`config.mk`:
```
export PLATFORM = sky130hd
export DESIGN_NAME = set_assoc_cache_random_repl
export DESIGN_NICKNAME = d
export VERILOG_FILES = /design/src/rtl/sacr_pkg.sv /design/src/rtl/set_assoc_cache_random_repl.sv /design/src/rtl/sacr_ctrl.sv /design/src/rtl/sacr_dp.sv
export SDC_FILE = /design/constraint.sdc
export NUM_CORES = 2
export LEC_CHECK = 0
export BUFFER_PORTS_ARGS = -buffer_cell sky130_fd_sc_hd__buf_4
export CAP_MARGIN = 10
export CORE_ASPECT_RATIO = 1.75
export CORE_MARGIN = 2
export CORE_UTILIZATION = 55
export DETAILED_ROUTE_END_ITERATION = 12
export PLACE_DENSITY = 0.74
export SYNTH_ARGS = -nofsm -noshare
export SYNTH_HDL_FRONTEND = slang
export SYNTH_MEMORY_MAX_BITS = 65536
export SYNTH_SLANG_ARGS = --single-unit
```
`constraint.sdc`:
```
create_clock -name clock -period 16.4 [get_ports clock]
set_clock_uncertainty 0.15 [all_clocks]
set_input_delay 4.92 -clock clock [delete_from_list [all_inputs] [get_ports clock]]
set_output_delay 4.92 -clock clock [all_outputs]
set_load 0.03 [all_outputs]
```
`src/rtl/sacr_pkg.sv`:
```
// ---------------------------------------------------------------------------
// sacr_pkg
// Shared types and constants for the set-associative cache tag model with
// random replacement.
// ---------------------------------------------------------------------------
package sacr_pkg;

   localparam int CNT_W      = 48;
   localparam int SEED_W     = 16;
   localparam int RSP_W      = 104;   // 99 field bits padded to whole bytes
   localparam logic [SEED_W-1:0] LFSR_RESET = 16'd44257;
   localparam logic [CNT_W-1:0]  CNT_MAX    = {CNT_W{1'b1}};

   typedef enum logic [1:0] {
      ST_CLEAR,
      ST_IDLE,
      ST_LOOKUP
   } state_type;

   typedef struct packed {
      logic clear_row;   // zero one row of valid bits
      logic read_row;    // latch address, read the set
      logic commit;      // resolve lookup, update state, load result word
   } cmd_type;

   typedef struct packed {
      logic clear_last;  // clearing sweep is on its last row
   } status_type;

endpackage

```
`src/rtl/set_assoc_cache_random_repl.sv`:
```
// ---------------------------------------------------------------------------
// set_assoc_cache_random_repl
// Set-associative cache tag model with LFSR-driven random replacement.
//
// req channel : one byte address per word. The block splits it into line
//               offset, set index and tag, and looks the tag up in its set.
// rsp channel : one word per request: hit flag, way hit or filled, eviction
//               flag and the saturating hit and miss totals after the access.
// csr channel : a write loads the 16-bit seed straight into the LFSR.
// Each request is handled in two steps: a read of the set's row from the tag and
// valid memories, then a compare, a choice of way and a write-back of the row.
// The row memories are read in the idle state and written in the lookup state;
// the result word is registered, and a new request is taken only once the last
// one has been committed.
// After reset the valid bits are swept clear, one set per cycle, before req_tready
// rises. The LFSR reloads 44257 and both counters clear. If rsp stalls, the
// finished word is held in its register; one more request is taken and waits
// there for the register.
// ---------------------------------------------------------------------------
module set_assoc_cache_random_repl #(
   parameter int NUM_SET_COUNT = 64,
   parameter int WAY_COUNT     = 2,
   parameter int LINE_BYTES    = 64,
   parameter int ADDR_WIDTH    = 48
) (
   input  logic                                clock,
   input  logic                                reset,
   input  logic                                req_tvalid,
   output logic                                req_tready,
   // address (ADDR_WIDTH bits), zero padded to bytes
   input  logic [((ADDR_WIDTH+7)/8)*8-1:0]     req_tdata,
   output logic                                rsp_tvalid,
   input  logic                                rsp_tready,
   // hit, way, evicted, hit_total[47:0], miss_total[47:0], 5 zero bits
   output logic [sacr_pkg::RSP_W-1:0]          rsp_tdata,
   input  logic                                csr_valid,
   output logic                                csr_ready,
   input  logic [sacr_pkg::SEED_W-1:0]         csr_data
);
   import sacr_pkg::*;

   cmd_type    cmd;
   status_type status;

   assign csr_ready = 1'b1;

   sacr_ctrl u_ctrl (
      .clock      (clock),
      .reset      (reset),
      .req_tvalid (req_tvalid),
      .req_tready (req_tready),
      .rsp_tvalid (rsp_tvalid),
      .rsp_tready (rsp_tready),
      .status     (status),
      .cmd        (cmd)
   );

   sacr_dp #(
      .NUM_SET_COUNT (NUM_SET_COUNT),
      .WAY_COUNT     (WAY_COUNT),
      .LINE_BYTES    (LINE_BYTES),
      .ADDR_WIDTH    (ADDR_WIDTH)
   ) u_dp (
      .clock     (clock),
      .reset     (reset),
      .address   (req_tdata[ADDR_WIDTH-1:0]),
      .csr_write (csr_valid & csr_ready),
      .csr_data  (csr_data),
      .cmd       (cmd),
      .status    (status),
      .rsp_tdata (rsp_tdata)
   );

endmodule

```
`src/rtl/sacr_ctrl.sv`:
```
// ---------------------------------------------------------------------------
// sacr_ctrl
// Controller: runs the valid-bit clearing sweep after reset, sequences each
// lookup and holds the result word's valid flag.
// ---------------------------------------------------------------------------
module sacr_ctrl (
   input  logic                 clock,
   input  logic                 reset,
   input  logic                 req_tvalid,
   output logic                 req_tready,
   output logic                 rsp_tvalid,
   input  logic                 rsp_tready,
   input  sacr_pkg::status_type status,
   output sacr_pkg::cmd_type    cmd
);
   import sacr_pkg::*;

   state_type state_ff, state_in;
   logic      rsp_valid_ff, rsp_valid_in;

   always_comb begin
      state_in = state_ff;
      unique case (state_ff)
         ST_CLEAR: begin
            if (status.clear_last) state_in = ST_IDLE;
         end
         ST_IDLE: begin
            if (req_tvalid) state_in = ST_LOOKUP;
         end
         ST_LOOKUP: begin
            if (!rsp_valid_ff || rsp_tready) state_in = ST_IDLE;
         end
         default: state_in = ST_CLEAR;
      endcase
   end

   always_comb begin
      cmd        = '0;
      req_tready = 1'b0;
      unique case (state_ff)
         ST_CLEAR: begin
            cmd.clear_row = 1'b1;
         end
         ST_IDLE: begin
            req_tready   = 1'b1;
            cmd.read_row = req_tvalid;
         end
         ST_LOOKUP: begin
            cmd.commit = !rsp_valid_ff || rsp_tready;
         end
         default: begin
            cmd = '0;
         end
      endcase
   end

   always_comb begin
      rsp_valid_in = rsp_valid_ff;
      if (cmd.commit)      rsp_valid_in = 1'b1;
      else if (rsp_tready) rsp_valid_in = 1'b0;
   end

   assign rsp_tvalid = rsp_valid_ff;

   always_ff @(posedge clock) begin
      if (reset) begin
         state_ff     <= ST_CLEAR;
         rsp_valid_ff <= 1'b0;
      end else begin
         state_ff     <= state_in;
         rsp_valid_ff <= rsp_valid_in;
      end
   end

endmodule

```
`src/rtl/sacr_dp.sv`:
```
// ---------------------------------------------------------------------------
// sacr_dp
// Datapath: tag and valid memories, way compare, victim choice, replacement
// LFSR, saturating counters and the result word register.
// ---------------------------------------------------------------------------
module sacr_dp #(
   parameter int NUM_SET_COUNT = 64,
   parameter int WAY_COUNT     = 2,
   parameter int LINE_BYTES    = 64,
   parameter int ADDR_WIDTH    = 48
) (
   input  logic                          clock,
   input  logic                          reset,
   input  logic [ADDR_WIDTH-1:0]         address,
   input  logic                          csr_write,
   input  logic [sacr_pkg::SEED_W-1:0]   csr_data,
   input  sacr_pkg::cmd_type             cmd,
   output sacr_pkg::status_type          status,
   output logic [sacr_pkg::RSP_W-1:0]    rsp_tdata
);
   import sacr_pkg::*;

   localparam int OFF_W     = $clog2(LINE_BYTES);
   localparam int SET_BITS  = $clog2(NUM_SET_COUNT);
   localparam int SET_W     = (SET_BITS > 0) ? SET_BITS : 1;
   localparam int TAG_BITS  = ADDR_WIDTH - OFF_W - SET_BITS;
   localparam int TAG_W     = (TAG_BITS > 0) ? TAG_BITS : 1;
   localparam int WAY_IDX_W = (WAY_COUNT > 1) ? $clog2(WAY_COUNT) : 1;
   localparam int ROW_W     = WAY_COUNT * TAG_W;

   logic [WAY_COUNT-1:0] vld_mem [NUM_SET_COUNT];
   logic [ROW_W-1:0]     tag_mem [NUM_SET_COUNT];

   logic [ADDR_WIDTH-1:0] blk;
   logic [SET_W-1:0]      set_now;
   logic [TAG_W-1:0]      tag_now;

   logic [SET_W-1:0]      set_ff;
   logic [TAG_W-1:0]      tag_ff;
   logic [WAY_COUNT-1:0]  vld_rd_ff;
   logic [ROW_W-1:0]      tag_rd_ff;
   logic [SET_W-1:0]      clr_ff, clr_in;
   logic [SEED_W-1:0]     lfsr_ff, lfsr_in;
   logic [CNT_W-1:0]      hit_cnt_ff, hit_cnt_in;
   logic [CNT_W-1:0]      miss_cnt_ff, miss_cnt_in;
   logic [RSP_W-1:0]      rsp_ff;

   logic [WAY_COUNT-1:0]  hit_vec;
   logic                  hit_any, inv_any, evict;
   logic [WAY_IDX_W-1:0]  hit_idx, inv_idx, pick;
   logic [WAY_COUNT-1:0]  vld_new;
   logic [ROW_W-1:0]      tag_row_new;
   logic                  lfsr_fb;

   assign blk     = address >> OFF_W;
   assign set_now = SET_W'(blk & ADDR_WIDTH'(NUM_SET_COUNT - 1));
   assign tag_now = TAG_W'(blk >> SET_BITS);

   // way compare, lowest hit and lowest invalid way
   always_comb begin
      hit_any = 1'b0;
      inv_any = 1'b0;
      hit_idx = '0;
      inv_idx = '0;
      for (int w = WAY_COUNT - 1; w >= 0; w--) begin
         hit_vec[w] = vld_rd_ff[w] && (tag_rd_ff[w*TAG_W +: TAG_W] == tag_ff);
         if (hit_vec[w]) begin
            hit_any = 1'b1;
            hit_idx = WAY_IDX_W'(w);
         end
         if (!vld_rd_ff[w]) begin
            inv_any = 1'b1;
            inv_idx = WAY_IDX_W'(w);
         end
      end
   end

   assign evict = !hit_any && !inv_any;

   always_comb begin
      priority if (hit_any) pick = hit_idx;
      else if (inv_any)     pick = inv_idx;
      else                  pick = lfsr_ff[WAY_IDX_W-1:0] & WAY_IDX_W'(WAY_COUNT - 1);
   end

   always_comb begin
      vld_new     = vld_rd_ff;
      tag_row_new = tag_rd_ff;
      for (int w = 0; w < WAY_COUNT; w++) begin
         if (pick == WAY_IDX_W'(w)) begin
            vld_new[w]                   = 1'b1;
            tag_row_new[w*TAG_W +: TAG_W] = tag_ff;
         end
      end
   end

   // Fibonacci LFSR, taps 16,14,13,11
   assign lfsr_fb = lfsr_ff[0] ^ lfsr_ff[2] ^ lfsr_ff[3] ^ lfsr_ff[5];

   always_comb begin
      priority if (csr_write)      lfsr_in = csr_data;
      else if (cmd.commit && evict) lfsr_in = {lfsr_fb, lfsr_ff[SEED_W-1:1]};
      else                         lfsr_in = lfsr_ff;
   end

   always_comb begin
      hit_cnt_in  = hit_cnt_ff;
      miss_cnt_in = miss_cnt_ff;
      if (cmd.commit) begin
         if (hit_any) begin
            if (hit_cnt_ff != CNT_MAX) hit_cnt_in = hit_cnt_ff + CNT_W'(1);
         end else begin
            if (miss_cnt_ff != CNT_MAX) miss_cnt_in = miss_cnt_ff + CNT_W'(1);
         end
      end
   end

   assign clr_in            = cmd.clear_row ? clr_ff + SET_W'(1) : clr_ff;
   assign status.clear_last = (clr_ff == SET_W'(NUM_SET_COUNT - 1));

   always_ff @(posedge clock) begin
      if (reset) begin
         clr_ff      <= '0;
         lfsr_ff     <= LFSR_RESET;
         hit_cnt_ff  <= '0;
         miss_cnt_ff <= '0;
      end else begin
         clr_ff      <= clr_in;
         lfsr_ff     <= lfsr_in;
         hit_cnt_ff  <= hit_cnt_in;
         miss_cnt_ff <= miss_cnt_in;
      end
   end

   always_ff @(posedge clock) begin
      if (cmd.read_row) begin
         set_ff    <= set_now;
         tag_ff    <= tag_now;
         vld_rd_ff <= vld_mem[set_now];
         tag_rd_ff <= tag_mem[set_now];
      end
   end

   always_ff @(posedge clock) begin
      if (cmd.clear_row) begin
         vld_mem[clr_ff] <= '0;
      end else if (cmd.commit && !hit_any) begin
         vld_mem[set_ff] <= vld_new;
      end
   end

   always_ff @(posedge clock) begin
      if (cmd.commit && !hit_any) begin
         tag_mem[set_ff] <= tag_row_new;
      end
   end

   always_ff @(posedge clock) begin
      if (cmd.commit) begin
         rsp_ff <= {5'd0, miss_cnt_in, hit_cnt_in, evict, pick[0], hit_any};
      end
   end

   assign rsp_tdata = rsp_ff;

endmodule
```
# Word-level counts from Yosys, hierarchy flattened

Memories as Yosys holds them, arrays and structs flattened. A register that Yosys moved wholly into a read port is not among the register bits.
Cells that the tools add are included.

Input port bits: 69
Logic and storage cells: 80
Memories: 2
RAM bits: 4,736
Register bits: 262

Memories:

| memory       | words | bits a word | read ports | clocked after Yosys merged registers in | write ports | RTL line      | text |
|---|---|---|---|---|---|---|---|
| u_dp.tag_mem | 64    | 72          | 1          | 1                                       | 1           | sacr_dp.sv:32 | `logic [ROW_W-1:0] tag_mem [NUM_SET_COUNT];` |
| u_dp.vld_mem | 64    | 2           | 1          | 1                                       | 1           | sacr_dp.sv:31 | `logic [WAY_COUNT-1:0] vld_mem [NUM_SET_COUNT];` |

Bitwise logic cells: 3
Equal/unequal tests: 10
Muxes and demuxes: 39
Reductions and logical operators: 14
Add/sub/neg operators: 3

Operators with widths:

| operator                                            | count |
|---|---|
| 2-to-1 mux 48 bit                                   | 6 |
| adder 48 x 1 -> 48 bit, second input constant       | 2 |
| != test 48 bit, second input constant               | 2 |
| equality test 36 bit                                | 2 |
| 2-to-1 mux 36 bit                                   | 2 |
| 2-to-1 mux 16 bit                                   | 2 |
| 2-to-1 mux 1 bit                                    | 23 |
| 2-to-1 mux 2 bit                                    | 4 |
| adder 6 x 1 -> 6 bit, second input constant         | 1 |
| equality test 6 bit, second input constant          | 1 |
| 2-to-1 mux 6 bit                                    | 1 |
| case mux 2 bit (3 select lines)                     | 1 |
| logical AND 1 bit                                   | 5 |
| != test 2 bit, second input constant                | 2 |
| nonzero test 2 bit                                  | 2 |
| logical NOT 1 bit                                   | 3 |
| AND reduction 3 bit                                 | 1 |
| XOR 1 bit                                           | 3 |
| equality test 2 x 1 -> 1 bit, second input constant | 1 |
| equality test 2 bit, second input constant          | 1 |
| logical NOT 2 bit                                   | 1 |
| != test 2 x 1 -> 1 bit, second input constant       | 1 |
| OR reduction 2 bit                                  | 1 |
| logical OR 1 bit                                    | 1 |

# Longest topological paths before layout

Word-level depth: 11
Mapped depth: 12

# By module

A second synthesis with hierarchy kept.

Cells, all modules: 8,260
Area total of the unflattened synthesis: 195,716.5 µm²

Modules (own cells, without submodules):

| module                      | seq. area each (µm²) | cells each | instances | area an instance (µm²) |
|---|---|---|---|---|
| sacr_dp                     | 151,034.9            | 8,239      | 1         | 195,546.3 |
| sacr_ctrl                   | 60.1                 | 19         | 1         | 158.9 |
| set_assoc_cache_random_repl | 0.0                  | 2          | 1         | 11.3 |

# Least setup slack after synthesis

OpenSTA, ideal clock, no wires.

Path kind: input-to-reg
Start: in rsp_tready
End: mem u_dp.tag_mem[52][10] in the netlist's numbering, enable pin
Slack: 3.226 ns
Buffers on the path: 1
Arrival time: 12.521 ns
Required time: 15.747 ns
Stages on the path: 6
Cells stage by stage: nand2b_1 nand2_1 inv_1 clkbuf_1 nand4_1 nor2_1

RTL lines:

| what               | RTL line                          | text |
|---|---|---|
| start: declaration | set_assoc_cache_random_repl.sv:33 | `input logic rsp_tready,` |
| end: declaration   | sacr_dp.sv:32                     |  |

==> impl_metrics.json <==
{
  "finalWorstSetupSlack_ns": 7.91,
  "synth-edff-count": 4951,
  "combPwrFrac_pct": 3.3,
  "grt_overflow_total": 0,
  "crit_path_cell_trace": "buf_8 > buf_4 > buf_4 > mux4_2 > mux4_2 > mux4_2",
  "synthArstFlopShare_pct": 0,
  "maxCapViolCount": 0,
  "met2_usage_pct": 49.9,
  "synth_area_um2": 195000,
  "rr_worst_depth": 7,
  "hold_class": "register to register",
  "h-tree-depth": 5,
  "ys_seq_area_share_pct": 77.4,
  "post_synth_num_cell_types": 63,
  "total_power_mw": 25.2,
  "place_hpwl_mm": 266,
  "cts.path.max_buffers": 4,
  "whs_ns": 0.359,
  "busiest_layer": "met2",
  "reg2reg_slack_ns": 10.09,
  "preCtsSetupSlack_ns": 6.95,
  "critPathKind": "input port to register",
  "crit_required_ns": 16.92,
  "dr.pass1.iters": 9,
  "slew_viol_final": 0,
  "clock_latency_ns": 0.98,
  "p_leak_nw": 67.4,
  "grt_util_all_layers_pct": 29.4,
  "worst_path_most_repeated_cell": "mux4_2",
  "hold_viol_final": 0,
  "period_minus_slack_ns": 8.49,
  "grtUsageMet1_pct": 35.8,
  "grt_max_degree": 148,
  "path_clk_slew_ns": 0.07,
  "setup_violations": 0,
  "clock_sinks": 5072,
  "synth_ff_type": "edfxtp_1",
  "slowest_delay_ns": 0.99,
  "wl_mm": 530,
  "grt_pass1_wl_mm": 732,
  "drc_errors": 0,
  "cts_setup_buffers": 0,
  "tightest_slew_ns": 1.35,
  "tns_ns": 0,
  "place_area_um2": 203000,
  "place.gp.congestion": 0.880,
  "worstHoldStart": "u_dp.miss_cnt_ff[18]",
  "groute.layer.met3.usage_pct": 5.85,
  "p_int_mw": 20.2,
  "synth_seq_cells": 5072,
  "cp-end-kind": "register",
  "fmax_mhz": 118,
  "rsz0062_at_grt": "no",
  "worstPathArrival_ns": 9.01,
  "r2r-start": "u_dp.tag_ff[34]",
  "cts_tree": "built",
  "fin_area_um2": 217000,
  "yosys_warnings": 0,
  "syn_to_final_growth_pct": 11.1,
  "dieWidth_um": 454,
  "final_cell_mix": "edfxtp_1, mux4_2, clkbuf_16",
  "holdPathEnd": "u_dp.miss_cnt_ff[18]",
  "p_switching_mw": 5.07,
  "synth_cells": 8209,
  "vdd_drop_max_mv": 0.0895,
  "clkPwrFrac_pct": 41.0,
  "cts_root_buffer": "clkbuf_16",
  "core_area_um2": 354000,
  "holdBufCountCts": 0,
  "die_h_um": 792,
  "ctsResizeCount": 0,
  "finalCritPeriodShare_pct": 51.7,
  "drtIter0Drc": 15100,
  "final_common_cell": "edfxtp_1",
  "worstHoldPathCells": 2,
  "wl_per_cell_um": 39.0,
  "antenna_found_initial": 16,
  "num_io_pins": 176,
  "portBuffers": 163,
  "reg2reg_to": "u_dp.tag_mem[51][22]",
  "startpoint_type": "input port",
  "slew_headroom_pct": 10.2,
  "swShare_pct": 20.1,
  "cp_slowest_cell": "buf_4",
  "placed_cells": 12800,
  "routed-via-count": 94400,
  "power_density_nw_per_um2": 116,
  "start_util_pct": 55.2,
  "crit_cells": 6,
  "rows": 289,
  "final_util_pct": 61.4,
  "cts_inserted_buffers": 414,
  "grt_pass1_vias": 95200,
  "path_buf_inv": 3,
  "cp_max_fo": 99,
  "status": "finished clean",
  "die_area_um2": 360000,
  "viasPerCell": 6.94,
  "fin_nets": 8655,
  "instances_no_fill": 13600,
  "synth.avg_cell_area_um2": 23.8,
  "final_layout_size_suffix_gt1_share_pct": 31.0,
  "pwr-share-seq_pct": 55.6,
  "antenna_left": 0,
  "cp_top_family": "buffers and inverters"
}
## synthesized netlist by cell type (6+ instances only)
| library cell | n | area share [%] |
|---|---|---|
| nand2_1 | 88 | 0.17 |
| nor4_1 | 50 | 0.16 |
| nand4_1 | 51 | 0.16 |
| inv_1 | 14 | 0.027 |
| or3_1 | 17 | 0.054 |
| or4_1 | 27 | 0.10 |
| nor2b_1 | 71 | 0.23 |
| buf_2 | 18 | 0.046 |
| mux2_1 | 7 | 0.040 |
| nor2_1 | 225 | 0.43 |
| a21oi_1 | 48 | 0.12 |
| nand3_1 | 51 | 0.13 |
| o21ai_0 | 17 | 0.044 |
| nor3_1 | 56 | 0.14 |
| dfxtp_1 | 121 | 1.2 |
| mux2_2 | 124 | 0.72 |
| and3_1 | 21 | 0.067 |
| clkbuf_1 | 317 | 0.61 |
| xor2_1 | 103 | 0.46 |
| a2111oi_0 | 9 | 0.040 |
| xnor2_1 | 36 | 0.16 |
| mux4_2 | 1554 | 18 |
| and2_1 | 11 | 0.035 |
| buf_4 | 6 | 0.023 |
| and4_1 | 8 | 0.036 |
| edfxtp_1 | 4951 | 76 |
| o31ai_1 | 20 | 0.077 |
| nor3b_1 | 9 | 0.035 |
| buf_1 | 90 | 0.17 |
| a211oi_1 | 8 | 0.031 |
| nand3b_1 | 11 | 0.042 |
## worst register-to-register path, cell delays in order (launching register included)
cell	delay, ns
edfxtp_1	0.50
xor2_1	0.39
nor4_1	0.85
nand4_1	0.25
or4_1	0.84
nand2_4	0.74
buf_4	0.93
mux2_2	1.19
## worst max-delay path by stage
stage	from	end	slack, ns
3_5_place_dp	req_tdata[7]	u_dp.tag_rd_ff[64]	6.95
5_1_grt	req_tdata[6]	u_dp.tag_rd_ff[59]	7.73
4_1_cts	req_tdata[7]	u_dp.tag_rd_ff[64]	7.96
2_1_floorplan	rsp_tready	u_dp.tag_mem[52][10]	3.23
3_3_place_gp	req_tdata[6]	u_dp.tag_rd_ff[59]	6.97
6_report	req_tdata[7]	u_dp.tag_rd_ff[64]	7.91
## power by group through the flow
stage / logic, mW / registers, mW / clock network (mW)
finish: 0.844 / 14.0 / 10.3
global route: 0.883 / 14.0 / 10.8
CTS: 0.851 / 14.0 / 10.4
detailed placement: 0.840 / 14.3 / 0
global placement: 0.824 / 14.3 / 0
floorplan: 0.627 / 14.3 / 0
## sequential cells by signal, summed over array words and instances (netlist names), 16 cells and up
name	count
u_dp.vld_mem	128
u_dp.lfsr_ff	16
u_dp.tag_mem	4608
u_dp.hit_cnt_ff	48
u_dp.tag_rd_ff	72
u_dp.rsp_tdata	99
u_dp.miss_cnt_ff	48
u_dp.tag_ff	36
## metal layers
layer | part of all wire (%) | vias up
li1 | - | 35900
met1 | 32 | 49900
met4 | 6.3 | 4
met2 | 51 | 7033
met3 | 10 | 1466
met5 | 0.035 | -
## cells by family after synthesis
kind of cell    count (synthesis)  synth area share [%]
other cells                     2               0.00385
compound gates                131                 0.435
fa+ha+maj                       3                0.0192
flops                        5072                  77.4
xor+xnor                      139                 0.623
buf+inv                       450                 0.903
simple gates                  725                  1.95
mux                          1687                  18.7
## final cells by class
class | instances | area [um2]
clock inverters | 275 | 3070
flip-flops and latches | 5072 | 151000
diodes | 9 | 22.5
clock buffers | 487 | 10800
inverters | 15 | 58.8
fillers | 22800 | 137000
multi-input cells | 2691 | 42900
repair buffers | 389 | 3180
well taps | 4656 | 5830
No activity file was read; power rests on OpenSTA's default activity.
